### src/hw/rtl/kcrt_pkg.sv
// ----------------------------------------------------------------------------
// kcrt_pkg
// Shared types and constants for the key combination repeat and tap detector.
// ----------------------------------------------------------------------------
`default_nettype none

package kcrt_pkg;

    // Sizing
    localparam int SLOTS     = 256;
    localparam int MAX_COMBO = 4;
    localparam int TIME_BITS = 24;

    localparam int SLOT_W    = (SLOTS > 1) ? $clog2(SLOTS) : 1;
    localparam int CFG_W     = 16;
    localparam int CFG_IDX_W = 2;

    // Serial divider: two quotient bits per cycle
    localparam int DIV_STEPS = (TIME_BITS + 1) / 2;
    localparam int QUO_W     = 2 * DIV_STEPS;
    localparam int DCNT_W    = $clog2(DIV_STEPS + 1);

    // Register indexes
    localparam logic [CFG_IDX_W-1:0] CFG_REPEAT_DELAY  = 2'd0;
    localparam logic [CFG_IDX_W-1:0] CFG_REPEAT_PERIOD = 2'd1;
    localparam logic [CFG_IDX_W-1:0] CFG_TAP_LIMIT     = 2'd2;

    // Event kinds
    localparam logic [1:0] KIND_PRESS   = 2'd0;
    localparam logic [1:0] KIND_REPEAT  = 2'd1;
    localparam logic [1:0] KIND_RELEASE = 2'd2;
    localparam logic [1:0] KIND_TAP     = 2'd3;

    typedef struct packed {
        logic [7:0]  slot;
        logic [2:0]  combo_len;
        logic [3:0]  keys_down;
        logic [15:0] elapsed;
    } t_in_beat;

    typedef struct packed {
        logic [7:0] event_slot;
        logic [1:0] event_kind;
        logic       last;
    } t_out_beat;

    typedef struct packed {
        logic                 held;
        logic [TIME_BITS-1:0] hold;
    } t_entry;

    typedef struct packed {
        logic              en;
        logic [SLOT_W-1:0] addr;
        t_entry            data;
    } t_mem_wr;

    typedef enum logic [1:0] {
        ST_IDLE,
        ST_READ,
        ST_DIV,
        ST_EMIT
    } t_state;

endpackage

`default_nettype wire

### src/hw/rtl/kcrt_div.sv
// ----------------------------------------------------------------------------
// kcrt_div
// Unsigned restoring divider, two quotient bits per cycle.
// ----------------------------------------------------------------------------
`default_nettype none

module kcrt_div
    import kcrt_pkg::*;
(
    input  wire logic                 i_clk,
    input  wire logic                 i_rst_n,
    input  wire logic                 i_start,
    input  wire logic [TIME_BITS-1:0] i_dividend,
    input  wire logic [CFG_W-1:0]     i_divisor,
    output      logic                 o_busy,
    output      logic [QUO_W-1:0]     o_quo
);

    logic [DCNT_W-1:0] r_cnt;
    logic [QUO_W-1:0]  r_quo;
    logic [CFG_W-1:0]  r_rem;
    logic [CFG_W-1:0]  r_div;

    logic [QUO_W-1:0]  n_quo;
    logic [CFG_W-1:0]  n_rem;
    logic [CFG_W:0]    trial;
    logic              qbit;

    // Two dependent shift-subtract steps
    always_comb begin
        n_quo = r_quo;
        n_rem = r_rem;
        for (int k = 0; k < 2; k++) begin
            trial = {n_rem, n_quo[QUO_W-1]};
            qbit  = (trial >= {1'b0, r_div});
            if (qbit) begin
                trial = trial - {1'b0, r_div};
            end
            n_rem = trial[CFG_W-1:0];
            n_quo = {n_quo[QUO_W-2:0], qbit};
        end
    end

    always_ff @(posedge i_clk) begin
        if (!i_rst_n) begin
            r_cnt <= '0;
        end else if (i_start) begin
            r_cnt <= DCNT_W'(DIV_STEPS);
        end else if (r_cnt != '0) begin
            r_cnt <= r_cnt - 1'b1;
        end
    end

    always_ff @(posedge i_clk) begin
        if (i_start) begin
            r_quo <= QUO_W'(i_dividend);
            r_rem <= '0;
            r_div <= i_divisor;
        end else if (r_cnt != '0) begin
            r_quo <= n_quo;
            r_rem <= n_rem;
        end
    end

    assign o_busy = (r_cnt != '0);
    assign o_quo  = r_quo;

endmodule

`default_nettype wire

### config.mk
export PLATFORM = sky130hd
export DESIGN_NAME = kcrt_div
export DESIGN_NICKNAME = d
export VERILOG_FILES = /design/src/hw/rtl/kcrt_pkg.sv /design/src/hw/rtl/kcrt_div.sv
export SDC_FILE = /design/constraint.sdc
export NUM_CORES = 1
export LEC_CHECK = 0
export BUFFER_PORTS_ARGS = -buffer_cell sky130_fd_sc_hd__buf_2
export CAP_MARGIN = 20
export CORE_MARGIN = 2
export CORE_UTILIZATION = 50
export CTS_BUF_LIST = sky130_fd_sc_hd__clkbuf_16
export CTS_CLUSTER_DIAMETER = 120
export DETAILED_ROUTE_END_ITERATION = 7
export GPL_ROUTABILITY_DRIVEN = 1
export PLACE_DENSITY = 0.77
export SLEW_MARGIN = 20
export SYNTH_ARGS = -nofsm -noshare
export SYNTH_HDL_FRONTEND = slang
export SYNTH_SLANG_ARGS = --single-unit
### constraint.sdc
create_clock -name i_clk -period 5.6 [get_ports i_clk]
set_input_delay 1.12 -clock i_clk [delete_from_list [all_inputs] [get_ports i_clk]]
set_output_delay 1.12 -clock i_clk [all_outputs]
set_load 0.02 [all_outputs]
* Word-level counts from Yosys, hierarchy flattened *
Index checks and enable logic that the tools add are counted.

operators by class
  $add $sub $neg = 3
  order comparisons = 2
  mux-type cells = 6
  bitwise operators = 1
  reductions and logical operators = 3

operator list
  operator               number
  $mux W24               2
  $ge A17 B16 Y1         2
  $mux W16               2
  $sub A16 B16 Y16       2
  $mux W4                2
  $reduce_bool A4 Y1     1
  $sub A4 B1 Y4 const B  1
  $reduce_bool A2 Y1     1
  $reduce_or A2 Y1       1
  $not A1 Y1             1

word-level totals
  flip-flop bits (word level) = 60
  input port bits = 43
  output and inout port bits = 25
  word-level logic and storage cells = 20

* Depth between registers and ports, before layout *
Gate-level depths: netlist (run 1).

  depth in word-level cells = 5
  gate-level depth with buffers = 23
  mapped depth without buffers = 19

* Worst setup path after synthesis (run 1) *
Ideal clock, no wire load.

  path type = flip-flop to flip-flop
  start point = register r_quo[23] (netlist: o_quo[23])
  end point = register r_quo[0] (netlist: o_quo[0]), data pin
  library setup time = 0.264 ns
  arrival = 4.114 ns
  data required time = 5.336 ns
  slack = 1.222 ns
  cell stages (with the launch flop) = 21
  path buffers = 5
  period minus slack after synthesis = 4.378 ns
  cells stage by stage = edfxtp_1 > inv_1 > ha_1 > nand3b_1 > a21o_1 > a21o_1 > a31o_1 > buf_6 > buf_6 > buf_2 > o21ai_0 > ha_1 > nor2b_1 > o31ai_1 > a21oi_1 > a21oi_2 > o311a_2 > o21a_2 > buf_6 > buf_2 > a21oi_1

on the way
  longest elaborated chain between the ends = 5
  elaborated cells on any way between the ends = 6
  classes of those cells = add/sub (1); order compare (2); mux (3)

RTL lines
  what                                                RTL line                        text
  start: declaration                                  kcrt_div.sv:20                  logic [QUO_W-1:0] r_quo;
  start signal: assignment                            kcrt_div.sv:56                  r_quo <= QUO_W'(i_dividend);
  start signal: assignment                            kcrt_div.sv:60                  r_quo <= n_quo;
  $sub A16 B16 Y16 or $ge A17 B16 Y1 (tied branches)  kcrt_div.sv:37, kcrt_div.sv:35
  $mux W16 *                                          kcrt_div.sv:36                  if (qbit) begin
  $ge A17 B16 Y1 *                                    kcrt_div.sv:35                  qbit = (trial >= {1'b0, r_div});
  $mux W24 *                                          kcrt_div.sv:59                  end else if (r_cnt != '0) begin
  $mux W24 *                                          kcrt_div.sv:55                  if (i_start) begin

Every way passes the cells marked *; elsewhere a longest branch is shown, timed or not. The select of a mux whose other input is x is not followed.
A chain may end at the register's enable or synchronous reset.

* Worst setup path after layout (run 1) *
  start point = register r_div[6]
  end point = register r_rem[12]

on the way
  longest elaborated chain between the ends = 4
  elaborated cells on any way between the ends = 6
  classes of those cells = add/sub (2); order compare (2); mux (2)

RTL lines
  what                                                RTL line                        text
  start: declaration                                  kcrt_div.sv:22                  logic [CFG_W-1:0] r_div;
  start signal: assignment                            kcrt_div.sv:58                  r_div <= i_divisor;
  $sub A16 B16 Y16 or $ge A17 B16 Y1 (tied branches)  kcrt_div.sv:37, kcrt_div.sv:35
  $mux W16                                            kcrt_div.sv:36
  $sub A16 B16 Y16 or $ge A17 B16 Y1 (tied branches)  kcrt_div.sv:37, kcrt_div.sv:35
  $mux W16 *                                          kcrt_div.sv:36
  end signal: assignment                              kcrt_div.sv:61                  r_rem <= n_rem;
  end: declaration                                    kcrt_div.sv:21                  logic [CFG_W-1:0] r_rem;

Every way passes the cells marked *; elsewhere a longest branch is shown, timed or not.

==> impl.org, run 1 <==
** Clock network
- The H-tree generated during clock tree synthesis spans 3 levels.
- Clock-pin slew on the worst setup and hold paths :: 0.05 ns
- Worst-skew pair later-pin latency :: 0.33 ns
- Clock Sink Count :: 60
- Maximum clock path buffer count :: 2
- The cell sitting at the root of the clock tree is a clkbuf_16.
- Setup repair bufs after CTS :: 0
- TritonCTS built the clock tree.
- Clock buffer count from CTS :: 9

** Global route
- Global routing finished with a remaining overflow of 0.
- The first global-routing pass estimated 16.5 mm of wire.
- Number of antenna violations at the first check in global routing :: 0
- Number of global-route vias before repair :: 3463
- Entering global routing, the biggest net connects 48 pins.
- For this run, the total global-route usage over all layers was measured as 23.4%.

** Critical path
- Critical Path Fanout Max :: 21
- Cell with the most instances on the worst path :: ha_1
- STA classifies the critical path endpoint as a flop.
- Worst EP required :: 5.82 ns
- STA classifies the critical path startpoint as a flop.
- Standard cell with the maximum stage delay on the critical path :: a31o_1
- For this run, the slowest stage of the critical path takes 0.58 ns.
- Data arrival time at the worst-slack endpoint :: 5.40 ns
- Cell breakdown of the critical path :: inv_1, ha_1, o21a_1, a221oi_2, a21o_1, a31o_1, nand2_1, o21ai_1, ha_1, nor2b_1, o31ai_1, a21oi_1, a21oi_2, o311a_2, o21a_2, mux2_1, a22o_1
- Worst setup path category :: reg2reg

** Timing
- Worst-Margin Slew :: 0.892 ns
- In this run the tightest slew margin relative to its limit is 40.5%.
- Time the final worst path needs with I/O delays and setup :: 5.18 ns
- Setup repair after global routing left no endpoint under its margin.
- Sum of negative setup slack :: 0 ns
- Setup violations remaining at the end of the flow were counted as 0.
- Clock skew on the completed layout was measured at 0.00822 ns.
- Upper clock frequency limit :: 193 MHz
- Count of pins over their slew limit :: 0
- Hold violation total from the final report :: 0
- Final cycle utilization of the critical path :: 92.5%

** Routing
- After detailed routing, the number of vias per cell comes to 5.80.
- Before antenna repair, the detailed router went through 5 iterations.
- Number of design-rule violations left by the first detailed-router iteration :: 217
- Total detailed-routing wirelength :: 10.2 mm
- In this run the remaining antenna-violating nets after routing total 0.
- For this run, design rule violations remaining after detail routing come to 0.
- Detailed-route wire length per cell :: 16.5 um
- Detailed routing inserted a total of 3584 vias.

** Power
- The share of total power dissipated in sequential elements is 22.3%.
- Maximum vdd drop :: 0.362 mV
- Clock Power Share :: 18.7%
- For this design the total switching power over the nets is 1300 uW.
- Power per unit of standard cell area :: 590 nW/um^2
- Internal power :: 1630 uW
- Switching share of power :: 44.4%
- Combinational logic burns 59.0% of the power.
- Total leakage power :: 0.00214 uW

** Layout
- Relative area change from synthesis to final layout :: 16.4%
- In the final layout, flip-flops and latches occupy 1600 sq um.
- Area taken by multi-input logic gates :: 2450 sq um
- Number of antenna cells inserted :: 0
- The filler cells instantiated in the layout total 663.
- After routing the design area is 4950 sq um.
- Of the cells placed in the final design, the portion with a size suffix greater than 1 is 23.2%.
- Most common cell after layout, fill and taps aside :: buf_2
- Post-layout net count :: 587
- Leaving out fill and tap cells, the most frequent cells in the layout are buf_2, nand2_1, edfxtp_1, ha_1, inv_1.

** Floorplan
- The initial utilization of the core area, before any placement, comes to 51.8%.
- Die height :: 96.2 um
- The die is 96.2 um wide.
- Top-level port count :: 68
- Die Area :: 9260 sq um
- Core Rows :: 33
- In this run the standard cell core region covers 8220 sq um.

** Yosys
- The share of the Yosys chip area taken by registers is 37.6%.
- Yosys printed 0 warnings.
- Synthesis produced a netlist with a net count of 522.
- In the synthesized netlist the async set-or-reset flop fraction comes to 0%.
- Post-synthesis average cell area :: 9.60 sq um
- Total standard cell area after synthesis :: 4250 sq um
- Post-synthesis cell count :: 443
- Main flop type after synthesis :: edfxtp_1
- Synthesis inferred 60 register bits.
- Number of enable-type register cells in the synthesized netlist :: 40
- In this run, distinct cell masters in the synthesized netlist total 63.

** Place
- Port Buffers :: 67
- Routability-driven placement finished with a final weighted congestion of 0.901.
- After legalization and detailed placement, the total HPWL measured 7.69 mm.
- Placement-stage cell area :: 4660 sq um

** Outcome
- The flow ran to the end, and the final reports show no timing, DRC or antenna violations.

** Hold path
- Path category of the worst min-delay check :: reg2reg

** Run
- Across the run, the number of max-cap violations was 0.
==> cell type report <==
class / count / area share, %
clock buffer: 9 / 4.55
timing repair buffer: 71 / 7.38
inverter: 29 / 2.20
tap: 105 / 2.65
clock inverter: 7 / 1.41
sequential: 60 / 32.3
multi-input combinational: 337 / 49.5
==> cells in the mapped netlist (2+ instances only) <==
| master | n | share of area, % |
|---|---|---|
| fa_1 | 2 | 0.94 |
| o2111ai_1 | 2 | 0.41 |
| nand4_1 | 7 | 1.0 |
| buf_2 | 4 | 0.47 |
| a211o_1 | 2 | 0.41 |
| nand2_1 | 45 | 4.0 |
| clkbuf_1 | 6 | 0.53 |
| o21a_1 | 5 | 0.88 |
| nand3_1 | 22 | 2.6 |
| a21oi_1 | 25 | 2.9 |
| buf_1 | 3 | 0.26 |
| nor2_1 | 24 | 2.1 |
| o211ai_1 | 8 | 1.4 |
| xnor2_1 | 15 | 3.1 |
| xor2_1 | 8 | 1.6 |
| and4_1 | 2 | 0.41 |
| or3_1 | 3 | 0.44 |
| and3_1 | 4 | 0.59 |
| a21o_1 | 7 | 1.2 |
| o31ai_1 | 3 | 0.53 |
| o21bai_1 | 5 | 0.88 |
| nor4_1 | 4 | 0.59 |
| nor3_1 | 7 | 0.82 |
| mux2_2 | 24 | 6.4 |
| a21boi_0 | 2 | 0.35 |
| buf_6 | 3 | 0.79 |
| dfxtp_1 | 20 | 9.4 |
| inv_1 | 29 | 2.6 |
| ha_1 | 34 | 10 |
| mux2i_1 | 4 | 0.94 |
| and2_1 | 2 | 0.29 |
| o21ai_0 | 22 | 2.6 |
| a211oi_1 | 9 | 1.6 |
| nand3b_1 | 3 | 0.53 |
| nor2b_1 | 3 | 0.44 |
| a31oi_1 | 5 | 0.74 |
| o21ai_1 | 4 | 0.47 |
| edfxtp_1 | 40 | 28 |
| nand2b_1 | 2 | 0.29 |
==> routing by layer <==
metal / vias up / wire, um / track usage, %
met5: - / 0 / 0
met4: 0 / 138 / 8.69
met2: 146 / 4600 / 37.5
met1: 1648 / 4740 / 30.8
met3: 11 / 720 / 5.25
li1: 1779 / - / -
==> stage by stage <==
stage	setup WS [ns]	total power (uW)	hold WS, ns	util [%]	cells
final	0.418	2920	0.503	60.3	618
after floorplan	1.22	2020	0.465	-	443
after global placement	0.604	2310	0.489	56.7	602
after detailed placement	0.433	2340	0.491	56.7	602
after CTS	0.401	2900	0.502	60.3	618
after global routing	0.0462	3130	0.533	60.3	618
==> worst max-delay path, delay by kind of cell, from the launching register on <==
| kind | cells | cell delay (ns) |
|---|---|---|
| AOI/OAI and AO/OA | 11 | 3.37 |
| adders and majority gates | 2 | 0.60 |
| DFF | 1 | 0.36 |
| muxes | 1 | 0.36 |
| and+or+nand+nor | 2 | 0.27 |
| buffers and inverters | 1 | 0.08 |
==> worst paths after layout <==
kind | from | endpoint | slack, ns | cells after the start
worst max-delay path | r_div[6] | r_rem[12] | 0.42 | 17
worst min-delay path | r_rem[11] | r_rem[11] | 0.50 | 2
worst max register to register | r_div[6] | r_rem[12] | 0.42 | 17
worst min register to register | r_rem[11] | r_rem[11] | 0.50 | 2
==> sequential cells by signal, summed over array words and instances, names as in the netlist <==
signal,flops
r_div,16
r_cnt,4
o_quo,24
r_rem,16
==> timing repair <==
| action | in CTS | in global routing |
|---|---|---|
| endpoints found under the setup margin | 0 | 1 |
| gates resized for setup | 0 | 1 |
| hold buffers | 0 | 0 |
==> power by group through the flow <==
stage	combinational [uW]	sequential (uW)	clock (uW)
after floorplan	1330	685	0
after CTS	1700	650	551
after global routing	1900	664	570
after detailed placement	1680	657	0
final	1730	651	547
after global placement	1660	655	0
==> kinds of logic (layout without fill, tap and decap cells) <==
logic type	count (synthesis)	count (layout)	share of synthesized area, %
mux	29	29	7.56
simple gates	132	132	15.1
flops	60	60	37.6
compound gates	116	116	18.9
fa+ha+maj	36	36	10.9
xor+xnor	24	24	5.12
buf+inv	46	116	4.73
No activity file was read; power rests on OpenSTA's default activity.
==> run 2, diff against run 1 <==
--- a/config.mk
+++ b/config.mk
@@ -9,12 +9,10 @@
 export CAP_MARGIN = 20
 export CORE_MARGIN = 2
 export CORE_UTILIZATION = 50
-export CTS_BUF_LIST = sky130_fd_sc_hd__clkbuf_16
 export CTS_CLUSTER_DIAMETER = 120
 export DETAILED_ROUTE_END_ITERATION = 7
-export GPL_ROUTABILITY_DRIVEN = 1
 export PLACE_DENSITY = 0.77
-export SLEW_MARGIN = 20
+export SLEW_MARGIN = 25
 export SYNTH_ARGS = -nofsm -noshare
 export SYNTH_HDL_FRONTEND = slang
 export SYNTH_SLANG_ARGS = --single-unit
==> run 2 against run 1 <==
Clock skew up 0.0060 ns. Worst setup slack worse by 0.013 ns. Non-clock buffer count unchanged. Die area unchanged. Critical path depth unchanged. Combinational power about the same. Final area down 2.0%. Register-to-register slack about the same. Wire length down 0.31%. Sequential power about the same.
==> impl.org, run 2 (same netlist as run 1, synthesis figures left out) <==
** Timing
- The final number of max-transition violations was 0 (unchanged).
- Sum of negative setup slack :: 0 ns (unchanged)
- Time the final worst path needs with I/O delays and setup :: 5.19 ns (was 5.18 ns)
- Final setup vio count :: 0 (unchanged)
- Hold violation total from the final report :: 0 (unchanged)
- The upper clock frequency limit was 193 MHz (about the same).
- The actual slew at the worst max-slew pin was 0.901 ns (was 0.892 ns).
- Unrepaired setup endpoints after global routing: false (unchanged).
- The worst-case headroom to the max-slew limit was 39.9% (was 40.5%).
- The final hold slack came to 0.508 ns (was 0.503 ns).
- The period utilization was 92.8% (was 92.5%).
- The clock skew is 0.0142 ns (was 0.00822 ns).

** Routing
- The post-detailed-route count of antenna-violating nets is 0 (unchanged).
- The met3 wire length is 702 um (was 720 um).
- The met2 wire length was 4.62 mm (was 4.60 mm).
- Uppermost routed layer :: met4 (unchanged)
- The total length of routed wires came to 10.2 mm (about the same).
- Post-DR vias/cell :: 5.79 (was 5.80)
- Routed met1 length :: 4.69 mm (was 4.74 mm)
- Number of design-rule violations left by the first detailed-router iteration :: 228 (was 217)
- Vias :: 3578 (was 3584)
- The routed length per placed instance is 16.4 um (was 16.5 um).
- Drt first pass iters :: 5 (unchanged)
- The post-route DRC violation count came to 0 (unchanged).

** Layout
- The flip-flop count of the largest register, all copies and words added was 24 (unchanged).
- Number of antenna cells inserted :: 0 (unchanged)
- Final Instance Count excl. Fillers :: 618 (unchanged)
- Most frequent cells in the layout: buf_2, nand2_1, edfxtp_1, ha_1, inv_1 (unchanged).
- Relative area change from synthesis to final layout :: 14.1% (was 16.4%)
- The final non-filler cell area is 4850 sq um (was 4950 sq um).
- Post-layout net count :: 587 (unchanged)
- The most common cell after layout, fill and taps aside is buf_2 (unchanged).
- Share of layout cells above drive strength 1 :: 23.2% (unchanged)
- The core occupancy in the finished layout is 59.1% (was 60.3%).

** Place
- Placer Congestion :: 0.901 (unchanged)
- The placed cell area was 4660 sq um (unchanged).
- The number of port buffers is 67 (unchanged).
- The instance count after placement with tap cells included was 602 (unchanged).
- The post-detailed-placement half-perimeter wirelength is 7.69 mm (unchanged).

** Clock network
- The clock latency on the worst-skew pair is 0.35 ns (was 0.33 ns).
- The root buffer cell is clkbuf_8 (was clkbuf_16).
- The count of buffers added by post-CTS timing repair for setup is 0 (unchanged).
- Clock Sink Count :: 60 (unchanged)
- Maximum clock path buffer count :: 2 (unchanged)
- The clock slew at the register clock pins of the worst setup and hold paths is 0.07 ns (was 0.05 ns).
- Max H-tree Level :: 3 (unchanged)
- Clock tree from TritonCTS :: done (unchanged)
- Clock buffer count from CTS :: 9 (unchanged)

** Hold path
- The source of the worst hold timing path was r_rem[11] (unchanged).
- The worst hold endpoint is r_rem[11] (unchanged).
- Min-Delay Path Depth :: 2 (unchanged)
- The type of the worst min-delay path was reg2reg (unchanged).

** Critical path
- The data arrival time at the worst-slack endpoint was 5.43 ns (was 5.40 ns).
- Startpoint of the worst-slack reg-to-reg timing path :: r_div[6] (unchanged)
- Worst reg2reg endpoint :: r_rem[12] (unchanged)
- Cell breakdown of the critical path :: inv_1, ha_1, o21a_1, a221oi_2, a21o_1, a31o_1, nand2_1, o21ai_1, ha_1, nor2b_1, o31ai_1, a21oi_1, a21oi_2, o311a_2, o21a_2, mux2_1, a22o_1 (unchanged)
- Largest stage delay, worst path :: 0.58 ns (about the same)
- The cell with the biggest individual delay on the critical path was a31o_1 (unchanged).
- The worst setup path startpoint is r_div[6] (unchanged).
- FF-to-FF path depth :: 17 (unchanged)
- The required time at the worst-slack endpoint is 5.83 ns (was 5.82 ns).
- Kind of launch point of the worst setup path :: flop (unchanged)
- The nature of the critical path endpoint is a flop (unchanged).
- Critical Path Fanout Max :: 21 (unchanged)
- The critical path class is reg2reg (unchanged).
- Reg2reg setup slack :: 0.41 ns (was 0.42 ns)
- The most used cell along the critical path is ha_1 (unchanged).

** Floorplan
- Starting utilization of the core area :: 51.8% (unchanged)
- The die outline area is 9260 sq um (unchanged).
- The number of placement rows is 33 (unchanged).
- Floorplan core area :: 8220 sq um (unchanged)
- Die span in x :: 96.2 um (unchanged)
- The number of top-level pins is 68 (unchanged).
- Die height :: 96.2 um (unchanged)

** Global route
- Total congestion overflow after global routing :: 0 (unchanged)
- First-pass GRT wire length :: 16.4 mm (was 16.5 mm)
- Number of antenna violations at the first check in global routing :: 0 (unchanged)
- The maximum number of pins on one net before global-route repair is 48 (unchanged).
- GR Util All Layers :: 23.0% (was 23.4%)
- Number of global-route vias before repair :: 3454 (was 3463)

** Outcome
- Status :: finished, final reports clean (unchanged)

** Power
- The total power divided by cell area came to 570 nW/um^2 (was 590 nW/um^2).
- The worst IR drop on VDD is 0.285 mV (was 0.362 mV).
- Total leakage power :: 0.00209 uW (was 0.00214 uW)

** Run
- The max-capacitance violation count was 0 (unchanged).
==> run 2: worst max-delay path, delay by kind of cell, from the launching register on <==
kind | cells | cell delay, ns
AND/OR/NAND/NOR | 2 | 0.28
buffers and inverters | 1 | 0.08
AO/OA/AOI/OAI | 11 | 3.37
multiplexers | 1 | 0.37
flip-flops | 1 | 0.37
adder cells (fa/ha/maj) | 2 | 0.60
==> run 2: report_power, final <==
| part | internal [uW] | switching, uW |
|---|---|---|
| logic | 701 | 1020 |
| registers | 581 | 69.0 |
| clock network | 207 | 185 |
| total | 1490 | 1280 |
==> run 2: routing by layer <==
layer / vias up / track usage [%]
met3: 11 / 4.54
met4: 0 / 8.69
met1: 1655 / 30.7
met2: 134 / 36.9
met5: - / 0
li1: 1778 / -
==> run 2: worst max path at each step <==
stage / endpoint / slack [ns] / depth (start not counted)
2_1_floorplan: o_quo[0] / 1.22 / 20
3_3_place_gp: r_rem[12] / 0.60 / 16
3_5_place_dp: r_rem[12] / 0.43 / 16
4_1_cts: r_rem[12] / 0.39 / 16
5_1_grt: r_rem[12] / 0.04 / 17
6_report: r_rem[12] / 0.41 / 17
==> run 2: cell type report <==
class,instances,area (sq um)
clock buffer,11,131
clock inverter,5,62.6
fill,688,3360
inverter,29,109
multi-input combinational,337,2450
sequential,60,1600
tap,105,131
timing repair buffer,71,365
==> run 2: stage by stage <==
| stage | worst slack, ns | total power [uW] |
|---|---|---|
| after global routing | 0.0434 | 2970 |
| final | 0.406 | 2770 |
| after floorplan | 1.22 | 2020 |
| after CTS | 0.394 | 2740 |
| after detailed placement | 0.433 | 2340 |
| after global placement | 0.604 | 2310 |
==> run 2: repair_timing <==
item                       in CTS  in global routing
setup endpoints to repair       0                  1
hold buffers                    0                  0
gates resized for setup         0                  1
